[config.mk]
export PLATFORM = sky130hd
export DESIGN_NAME = acmac_front
export DESIGN_NICKNAME = d
export VERILOG_FILES = /design/src/rtl/core/acmac_pkg.sv /design/src/rtl/core/acmac_front.sv
export SDC_FILE = /design/constraint.sdc
export NUM_CORES = 1
export LEC_CHECK = 0
export ABC_CLOCK_PERIOD_IN_PS = 9700
export BUFFER_PORTS_ARGS = -buffer_cell sky130_fd_sc_hd__buf_2
export CAP_MARGIN = 30
export CORE_UTILIZATION = 41
export DETAILED_ROUTE_END_ITERATION = 16
export PLACE_DENSITY = 0.68
export SLEW_MARGIN = 20
export SYNTH_ARGS = -nofsm -noshare
export SYNTH_HDL_FRONTEND = slang
export SYNTH_SLANG_ARGS = --single-unit
export TNS_END_PERCENT = 100
[constraint.sdc]
create_clock -name clk -period 9.7 [get_ports clk]
set_clock_uncertainty 0.05 [all_clocks]
set_input_delay 1.94 -clock clk [delete_from_list [all_inputs] [get_ports clk]]
set_output_delay 1.94 -clock clk [all_outputs]
set_load 0.01 [all_outputs]
[src/rtl/core/acmac_pkg.sv]
package acmac_pkg;

  typedef struct packed {
    logic [127:0] data;
    logic [4:0]   byte_count;
    logic         final_block;
  } blk_t;

  localparam logic CFG_KEY_HI = 1'b0;
  localparam logic CFG_KEY_LO = 1'b1;

  localparam logic [7:0] RB_CONST  = 8'h87;
  localparam logic [7:0] PAD_CONST = 8'h80;

  function automatic logic [7:0] sbox(input logic [7:0] a);
    logic [7:0] t [256];
    t = '{
      8'h63,8'h7c,8'h77,8'h7b,8'hf2,8'h6b,8'h6f,8'hc5,8'h30,8'h01,8'h67,8'h2b,8'hfe,8'hd7,8'hab,8'h76,
      8'hca,8'h82,8'hc9,8'h7d,8'hfa,8'h59,8'h47,8'hf0,8'had,8'hd4,8'ha2,8'haf,8'h9c,8'ha4,8'h72,8'hc0,
      8'hb7,8'hfd,8'h93,8'h26,8'h36,8'h3f,8'hf7,8'hcc,8'h34,8'ha5,8'he5,8'hf1,8'h71,8'hd8,8'h31,8'h15,
      8'h04,8'hc7,8'h23,8'hc3,8'h18,8'h96,8'h05,8'h9a,8'h07,8'h12,8'h80,8'he2,8'heb,8'h27,8'hb2,8'h75,
      8'h09,8'h83,8'h2c,8'h1a,8'h1b,8'h6e,8'h5a,8'ha0,8'h52,8'h3b,8'hd6,8'hb3,8'h29,8'he3,8'h2f,8'h84,
      8'h53,8'hd1,8'h00,8'hed,8'h20,8'hfc,8'hb1,8'h5b,8'h6a,8'hcb,8'hbe,8'h39,8'h4a,8'h4c,8'h58,8'hcf,
      8'hd0,8'hef,8'haa,8'hfb,8'h43,8'h4d,8'h33,8'h85,8'h45,8'hf9,8'h02,8'h7f,8'h50,8'h3c,8'h9f,8'ha8,
      8'h51,8'ha3,8'h40,8'h8f,8'h92,8'h9d,8'h38,8'hf5,8'hbc,8'hb6,8'hda,8'h21,8'h10,8'hff,8'hf3,8'hd2,
      8'hcd,8'h0c,8'h13,8'hec,8'h5f,8'h97,8'h44,8'h17,8'hc4,8'ha7,8'h7e,8'h3d,8'h64,8'h5d,8'h19,8'h73,
      8'h60,8'h81,8'h4f,8'hdc,8'h22,8'h2a,8'h90,8'h88,8'h46,8'hee,8'hb8,8'h14,8'hde,8'h5e,8'h0b,8'hdb,
      8'he0,8'h32,8'h3a,8'h0a,8'h49,8'h06,8'h24,8'h5c,8'hc2,8'hd3,8'hac,8'h62,8'h91,8'h95,8'he4,8'h79,
      8'he7,8'hc8,8'h37,8'h6d,8'h8d,8'hd5,8'h4e,8'ha9,8'h6c,8'h56,8'hf4,8'hea,8'h65,8'h7a,8'hae,8'h08,
      8'hba,8'h78,8'h25,8'h2e,8'h1c,8'ha6,8'hb4,8'hc6,8'he8,8'hdd,8'h74,8'h1f,8'h4b,8'hbd,8'h8b,8'h8a,
      8'h70,8'h3e,8'hb5,8'h66,8'h48,8'h03,8'hf6,8'h0e,8'h61,8'h35,8'h57,8'hb9,8'h86,8'hc1,8'h1d,8'h9e,
      8'he1,8'hf8,8'h98,8'h11,8'h69,8'hd9,8'h8e,8'h94,8'h9b,8'h1e,8'h87,8'he9,8'hce,8'h55,8'h28,8'hdf,
      8'h8c,8'ha1,8'h89,8'h0d,8'hbf,8'he6,8'h42,8'h68,8'h41,8'h99,8'h2d,8'h0f,8'hb0,8'h54,8'hbb,8'h16};
    return t[a];
  endfunction

  function automatic logic [7:0] xt(input logic [7:0] a);
    return {a[6:0], 1'b0} ^ (a[7] ? 8'h1b : 8'h00);
  endfunction

  function automatic logic [7:0] byte_of(input logic [127:0] s, input int i);
    return s[127-8*i -: 8];
  endfunction

  function automatic logic [127:0] next_rk(input logic [127:0] k, input logic [7:0] rc);
    logic [31:0] w0, w1, w2, w3, t;
    w0 = k[127:96]; w1 = k[95:64]; w2 = k[63:32]; w3 = k[31:0];
    t = {sbox(w3[23:16]) ^ rc, sbox(w3[15:8]), sbox(w3[7:0]), sbox(w3[31:24])};
    w0 = w0 ^ t; w1 = w1 ^ w0; w2 = w2 ^ w1; w3 = w3 ^ w2;
    return {w0, w1, w2, w3};
  endfunction

  function automatic logic [127:0] round(input logic [127:0] s, input logic [127:0] rk,
                                         input logic last);
    logic [127:0] t;
    logic [7:0] a0, a1, a2, a3, x;
    for (int c = 0; c < 4; c++) begin
      for (int i = 0; i < 4; i++) begin
        t[127-8*(i+4*c) -: 8] = sbox(byte_of(s, i + 4*((c+i)%4)));
      end
    end
    if (!last) begin
      for (int c = 0; c < 4; c++) begin
        a0 = byte_of(t, 4*c); a1 = byte_of(t, 4*c+1);
        a2 = byte_of(t, 4*c+2); a3 = byte_of(t, 4*c+3);
        x = a0 ^ a1 ^ a2 ^ a3;
        t[127-32*c -: 32] = {a0 ^ x ^ xt(a0 ^ a1), a1 ^ x ^ xt(a1 ^ a2),
                             a2 ^ x ^ xt(a2 ^ a3), a3 ^ x ^ xt(a3 ^ a0)};
      end
    end
    return t ^ rk;
  endfunction

  function automatic logic [127:0] dbl(input logic [127:0] v);
    return {v[126:0], 1'b0} ^ {120'd0, v[127] ? RB_CONST : 8'h00};
  endfunction

endpackage

[src/rtl/core/acmac_front.sv]
module acmac_front (
  input  logic               clk,
  input  logic               rst,
  input  logic               in_valid,
  output logic               in_stall,
  input  acmac_pkg::blk_t    in_blk,
  output logic               q_valid,
  input  logic               q_stall,
  output acmac_pkg::blk_t    q_blk
);
  acmac_pkg::blk_t mem [2];
  logic [1:0] wp, rp;

  assign in_stall = (wp[1] != rp[1]) && (wp[0] == rp[0]);
  assign q_valid  = wp != rp;
  assign q_blk    = mem[rp[0]];

  always_ff @(posedge clk) begin
    if (in_valid && !in_stall) begin
      mem[wp[0]] <= in_blk;
    end
    if (rst) begin
      wp <= '0;
      rp <= '0;
    end else begin
      if (in_valid && !in_stall) wp <= wp + 2'd1;
      if (q_valid && !q_stall) rp <= rp + 2'd1;
    end
  end
endmodule

Yosys cells after proc, flatten, opt, wreduce, memory -nomap -nowiden
Memories as Yosys holds them, arrays and structs flattened. A register that Yosys moved wholly into a read port is not among the register bits. Cells that the tools add are included.

Add/subtract/negate cells: 2. Multipliers: 0. Divide/modulo/power cells: 0. $lt $le $gt $ge: 0. Eq/ne operators: 3. Shifts and indexed selects: 0. Multiplexer cells: 4. Bitwise operators: 0. Reduce and logical (&&, ||, !) cells: 5.

Operators by type and width (count): adder 2 x 1 -> 2 bit, second input constant (2); 2-to-1 mux 1 bit (4); logical AND 1 bit (3); logical NOT 1 bit (2); != test 2 bit (1); == test 1 bit (1); != test 1 bit (1).

Bits in registers: 4. Latch bits: 0. Bits in writable memories: 268. Bits in read-only memories: 0. Input bits: 138. Output and inout bits: 136. Memories: 1.

Memories: mem (words 2, bits a word 134, rd ports 1, clocked after memory_dff 1, write ports 1, line acmac_front.sv:11) `acmac_pkg::blk_t mem [2];`.

Logic depth before layout (Yosys ltp)
Gate-level depths: netlist (run 1).

Depth after elaboration: 6. Depth in mapped cells: 4. Gate-level depth less buffers: 3.

Worst setup path before layout (run 1)
OpenSTA, ideal clock, no wires.

Path kind: input to register. From: in in_valid. To: mem mem[1][0] in the netlist's numbering (enable). Setup time: 0.672 ns. Arrival time: 8.502 ns. Required time: 8.978 ns. Slack: 0.476 ns. Cell stages on the path: 2. Path buffers: 0. Cells stage by stage: nand2_1 a21oi_1.

Cells in the longest elaborated chain, start to end: 3.

Ends and longest elaborated chain: start: declaration (line acmac_front.sv:4) `input logic in_valid,`; logical AND 1 bit (line acmac_front.sv:19) `if (in_valid && !in_stall) begin`; 2-to-1 mux 1 bit (line acmac_front.sv:19); 2-to-1 mux 1 bit (not written as such) (line acmac_front.sv:20) `mem[wp[0]] <= in_blk;`; end: declaration (line acmac_front.sv:11).

Every way passes these cells.

==> results_dict.tcl, run 1 <==
set metrics [dict create \
    synth_simple_gate_area_share_pct 0.542 \
    slew_violations 0 \
    core.rowCount 56 \
    final_nets 880 \
    wl_um 19200 \
    die_h_um 158 \
    synthTopCellsByCount "edfxtp_1, mux2_2, buf_2, buf_4" \
    drt-initial-drc-count 248 \
    cts_hold_buf 0 \
    synthesis.nets 585 \
    grt_pass1_vias 5604 \
    ir_worst_vdd_uv 197 \
    gp_congestion 0.727 \
    syn_to_final_growth_pct 27.4 \
    ys_seq_area_share_pct 82.1 \
    endpoint "q_blk[4]" \
    synth_edf_count 268 \
    drive_gt1_share_pct 59.9 \
    htree_levels 1 \
    cts_setup_buffers 0 \
    cts_tree "yes" \
    hold_class "reg -> reg" \
    power_density_mw_per_mm2 218 \
    die_area_mm2 0.0248 \
    rr_worst_depth 3 \
    cts_resized 0 \
    finalSetupViolations 0 \
    antenna_left 0 \
    grt_pass1_wl_um 28400 \
    synthArstFlopShare_pct 0 \
    setup_slack_ns 4.79 \
    yosysUniqueCellTypes 20 \
    synth_area_leaders "edfxtp_1, mux2_2, dfxtp_1, buf_2, buf_4" \
    yosysTopAreaCell "edfxtp_1" \
    cp-end-kind "primary output" \
    final_hold_viol_count 0 \
    grt_start_max_net_pins 72 \
    critical_path_class "reg -> out" \
    rsz0062_at_grt "no" \
    antenna_found_initial 3 \
    min_period_over_period_pct 50.6 \
    post-route-min-period_ns 4.91 \
    timing.rr.end "mem[1][115]" \
    setup_tns_ns 0 \
    regToRegSetupSlack_ns 7.70 \
    synthAdderAreaFrac_pct 0 \
    fmax_mhz 204 \
    start_kind "flop" \
    muxShareOfSynthArea_pct 15.6 \
    p_leak_uw 0.00469 \
    gr-usage-all-layers_pct 15.0 \
    vias 5157 \
    synth_compound_area_share_pct 0.530 \
    yosys.area.top_type_share_pct 81.1 \
    root_buffer "clkbuf_16" \
    synthFlopType "edfxtp_1" \
    vias_per_cell 4.76 \
    fp.dieW_um 158 \
    required_ns 7.71 \
    syn-instance-count 447 \
    insertion_delay_ns 0.53 \
    clk_path_buf_depth 3 \
    maxCapViolations 0 \
    pre_cts_slack_ns 5.27 \
    synth_xor_area_share_pct 0.265 \
    hp-start "wp[1]" \
    detailed_place_hpwl_um 12600 \
    dr.pass1.iters 4 \
    ios 274 \
    grt_overflow 0 \
    routedWlPerCell_um 17.7 \
    cts.sinks 273 \
    synth.most_common_cell "edfxtp_1" \
    port_buffers 273 \
    tightestPinTransition_ns 0.912 \
    r2r_start "wp[1]" \
    maxSlewHeadroom_pct 39.2 \
    cp_max_fo 68 \
    synth_seq_cells 273 \
    worst_ep_arrival_time_ns 2.92 \
    cts_made_buffers 28 \
    start_util_pct 42.0 \
    syn_area_per_cell_um2 22.2 \
    path_clk_slew_ns 0.06 \
    synth.cell_area_mm2 0.00992 \
    num-fill-cells 1924 \
    drc 0 \
    core_mm2 0.0236 \
    status "completed" \
    synth_top_family_by_area "multiplexers" \
    yosysWarnings 0 \
]
## cell type report
| class | count | area, um^2 | share of cell area (%) |
|---|---|---|---|
| diodes | 2 | 5.00 | 0.0396 |
| clock buffers | 42 | 835 | 6.61 |
| clock inverters | 9 | 87.6 | 0.693 |
| inverters | 1 | 3.75 | 0.0297 |
| multi-input cells | 158 | 1700 | 13.5 |
| flip-flops and latches | 273 | 8150 | 64.5 |
| well taps | 319 | 399 | 3.16 |
| repair buffers | 280 | 1450 | 11.5 |
## metal layers
metal	GRT usage (%)	vias up	part of all wire, %
met2	27.6	215	51
met4	6.06	2	3.3
li1	-	2376	-
met5	0	-	0.042
met1	15.8	2523	37
met3	4.87	41	8.3
## stage by stage
stage	cells	power (uW)	hold slack, ns	cell area [um^2]	utilization, %
floorplan	447	1610	0.475	9920	-
global placement	1029	1720	0.495	11700	49.4
detailed placement	1029	1730	0.530	11700	49.4
CTS	1080	2780	0.536	12600	53.3
global route	1083	2850	0.572	12600	53.5
finish	1084	2750	0.550	12600	53.5
## critical path, cell delays in order (launching register included)
cell	delay [ns]
dfxtp_4	0.92
buf_4	0.78
mux2_2	0.43
buf_2	0.14
## how the worst min path moves through the flow
| stage | endpoint | slack [ns] | cells past startpoint |
|---|---|---|---|
| after floorplan | rp[1] | 0.48 | 2 |
| after global placement | rp[1] | 0.50 | 2 |
| after detailed placement | rp[1] | 0.53 | 2 |
| after CTS | rp[1] | 0.54 | 2 |
| after global routing | rp[1] | 0.57 | 2 |
| final | rp[1] | 0.55 | 2 |
## cells by family after synthesis
kind of cell / count (synthesis)
AOI/OAI and AO/OA: 8
buffers and inverters: 16
DFF: 273
muxes: 137
and+or+nand+nor: 10
xor gates and xnor gates: 3
## registers in the layout (all words and copies together), names as in the netlist, named ones only
register,count
mem,268
rp,2
wp,2
## layout by cell type, fill, tap and decap left out, drive strengths merged
master | synthesis | final
buf | 15 | 280
inv | 1 | 1
xnor2 | 1 | 1
o21a | 2 | 2
mux2i | 2 | 2
a211oi | 1 | 1
a21oi | 5 | 5
mux2 | 135 | 135
nand2b | 1 | 1
or3 | 1 | 1
dfxtp | 5 | 5
bufinv | 0 | 2
xor2 | 2 | 2
clkbuf | 0 | 42
nor2 | 4 | 4
nand4b | 1 | 1
nor2b | 1 | 1
edfxtp | 268 | 268
nand2 | 1 | 1
diode | 0 | 2
clkinv | 0 | 7
or2b | 1 | 1
## power by group
part           switching [uW]  total, uW  leakage, uW  internal, uW
combinational             153        286      0.00169           133
clock                     405       1050     0.000450           641
sequential               27.9       1420      0.00255          1390
Note: power is estimated with default switching activity, not from simulation.
==> run 2, diff against run 1 <==
--- a/config.mk
+++ b/config.mk
@@ -5,7 +5,7 @@
 export SDC_FILE = /design/constraint.sdc
 export NUM_CORES = 1
 export LEC_CHECK = 0
-export ABC_CLOCK_PERIOD_IN_PS = 9700
+export ABC_CLOCK_PERIOD_IN_PS = 4450
 export BUFFER_PORTS_ARGS = -buffer_cell sky130_fd_sc_hd__buf_2
 export CAP_MARGIN = 30
 export CORE_UTILIZATION = 41
==> constraint.sdc (replaced) <==
create_clock -name clk -period 4.45 [get_ports clk]
set_clock_uncertainty 0.05 [all_clocks]
set_input_delay 0.89 -clock clk [delete_from_list [all_inputs] [get_ports clk]]
set_output_delay 0.89 -clock clk [all_outputs]
set_load 0.01 [all_outputs]
==> run 2 against run 1 <==
Effect of this change:
- sequential power grew 120%
- first-iteration DRC count shrank 22%
- worst hold slack lost 0.056 ns
- non-clock buffer count grew 1
- flip-flop and latch count is the same
- power grew 110%
- critical path depth is the same
- critical path type unchanged
- register-to-register slack lost 5.2 ns
==> results_dict.tcl, run 2 (synthesized netlist as in run 1, its figures left out) <==
set metrics [dict create \
    ios 274 \
    worst_ep_arrival_time_ns 2.24 \
    drive_gt1_share_pct 59.7 \
    status "completed" \
    final_hold_viol_count 0 \
    fmax_mhz 314 \
    largest_reg_flops 268 \
    maxCapViolations 0 \
    post-route-min-period_ns 3.18 \
    slowest_stage "dfxtp_4" \
    hold_ws_ns 0.494 \
    critical_path_class "reg -> out" \
    totalPowerFinal_uw 5750 \
    detailed_place_hpwl_um 12500 \
    cts_setup_buffers 0 \
    htree_levels 1 \
    path_clk_slew_ns 0.06 \
    rsz0062_at_grt "no" \
    gp_congestion 0.717 \
    routedWlPerCell_um 17.4 \
    vias 5118 \
    layout_commonest_cell "buf_2" \
    cp_top_family "buffers and inverters" \
    cts_tree "yes" \
    grtUsageMet2_pct 26.7 \
    ir_worst_vdd_uv 299 \
    cts_resized 0 \
    min_period_over_period_pct 71.5 \
    p_comb_share_pct 10.9 \
    syn_to_final_growth_pct 26.2 \
    core_mm2 0.0236 \
    start_util_pct 42.0 \
    die_area_mm2 0.0248 \
    power_density_mw_per_mm2 459 \
    final_nets 881 \
    drc 0 \
    gr-usage-all-layers_pct 14.4 \
    p_clk_share_pct 35.4 \
    pwr-share-seq_pct 53.7 \
    hold_class "in -> reg" \
    maxSlewHeadroom_pct 45.0 \
    cp-end-kind "primary output" \
    drt-initial-drc-count 193 \
    start_kind "flop" \
    clk_path_buf_depth 3 \
    cts_made_buffers 28 \
    fp.dieW_um 158 \
    die_h_um 158 \
    cts.sinks 273 \
    layout_common_cells "buf_2, edfxtp_1, mux2_2" \
    crit_path_cell_trace "buf_4, mux2_2, buf_2" \
    path_buf_inv 2 \
    vias_per_cell 4.76 \
    tightestPinTransition_ns 0.824 \
    grt.busiest_layer "met2" \
    p_leak_uw 0.00463 \
    core.rowCount 56 \
    finalSetupViolations 0 \
    insertion_delay_ns 0.53 \
    grt_overflow 0 \
    cts_hold_buf 0 \
    cp_max_fo 38 \
    p_sw_uw 1250 \
    dr.pass1.iters 4 \
    swShare_pct 21.8 \
    max_stage_delay_ns 0.62 \
    slew_violations 0 \
    antenna_found_initial 3 \
    grt_pass1_vias 5416 \
    p_int_uw 4490 \
    grtUsageMet3_pct 4.79 \
    grt_start_max_net_pins 75 \
    required_ns 3.51 \
    setup_tns_ns 0 \
    grt_util_met1_pct 15.3 \
    antenna_left 0 \
    grt_pass1_wl_um 27300 \
    root_buffer "clkbuf_16" \
    wl_um 18700 \
    port_buffers 273 \
]
-- run 2: path summary, 6_finish.rpt --
check | start | end | slack [ns] | cells after the start
worst max-delay path | flop | q_blk[40] | 1.27 | 3
worst min-delay path | in_blk[19] | mem[0][19] | 0.49 | 1
worst max register to register | wp[1] | mem[0][111] | 2.49 | 4
worst min register to register | wp[0] | rp[1] | 0.53 | 2
-- run 2: final cells by class --
| type | count | area, um^2 |
|---|---|---|
| Antenna cell | 2 | 5.00 |
| Clock buffer | 36 | 752 |
| Fill cell | 1937 | 11100 |
| Inverter | 1 | 3.75 |
| Timing Repair Buffer | 281 | 1470 |
| Sequential cell | 273 | 8150 |
| Multi-Input combinational cell | 158 | 1700 |
| Clock inverter | 6 | 31.3 |
| Tap cell | 319 | 399 |
-- run 2: per-layer routing --
layer	share of wire, %	vias to the layer above
li1	-	2376
met1	38	2500
met2	51	199
met3	8.7	41
met4	2.7	2
met5	0.053	-
-- run 2: per-stage QoR --
| step | setup slack, ns | util [%] | instance area, um^2 | instances |
|---|---|---|---|---|
| CTS | 1.23 | 52.8 | 12500 | 1072 |
| detailed placement | 1.83 | 49.5 | 11700 | 1030 |
| global route | 1.17 | 53.0 | 12500 | 1075 |
| floorplan | 0.759 | - | 9940 | 447 |
| global placement | 1.89 | 49.5 | 11700 | 1030 |
| finish | 1.27 | 53.0 | 12500 | 1076 |
-- run 2: power by group through the flow --
stage,sequential (uW),clock [uW],combinational [uW]
2_1_floorplan,3120,0,364
3_3_place_gp,3130,0,610
3_5_place_dp,3140,0,626
4_1_cts,3090,2090,630
5_1_grt,3100,2170,680
6_report,3080,2040,628
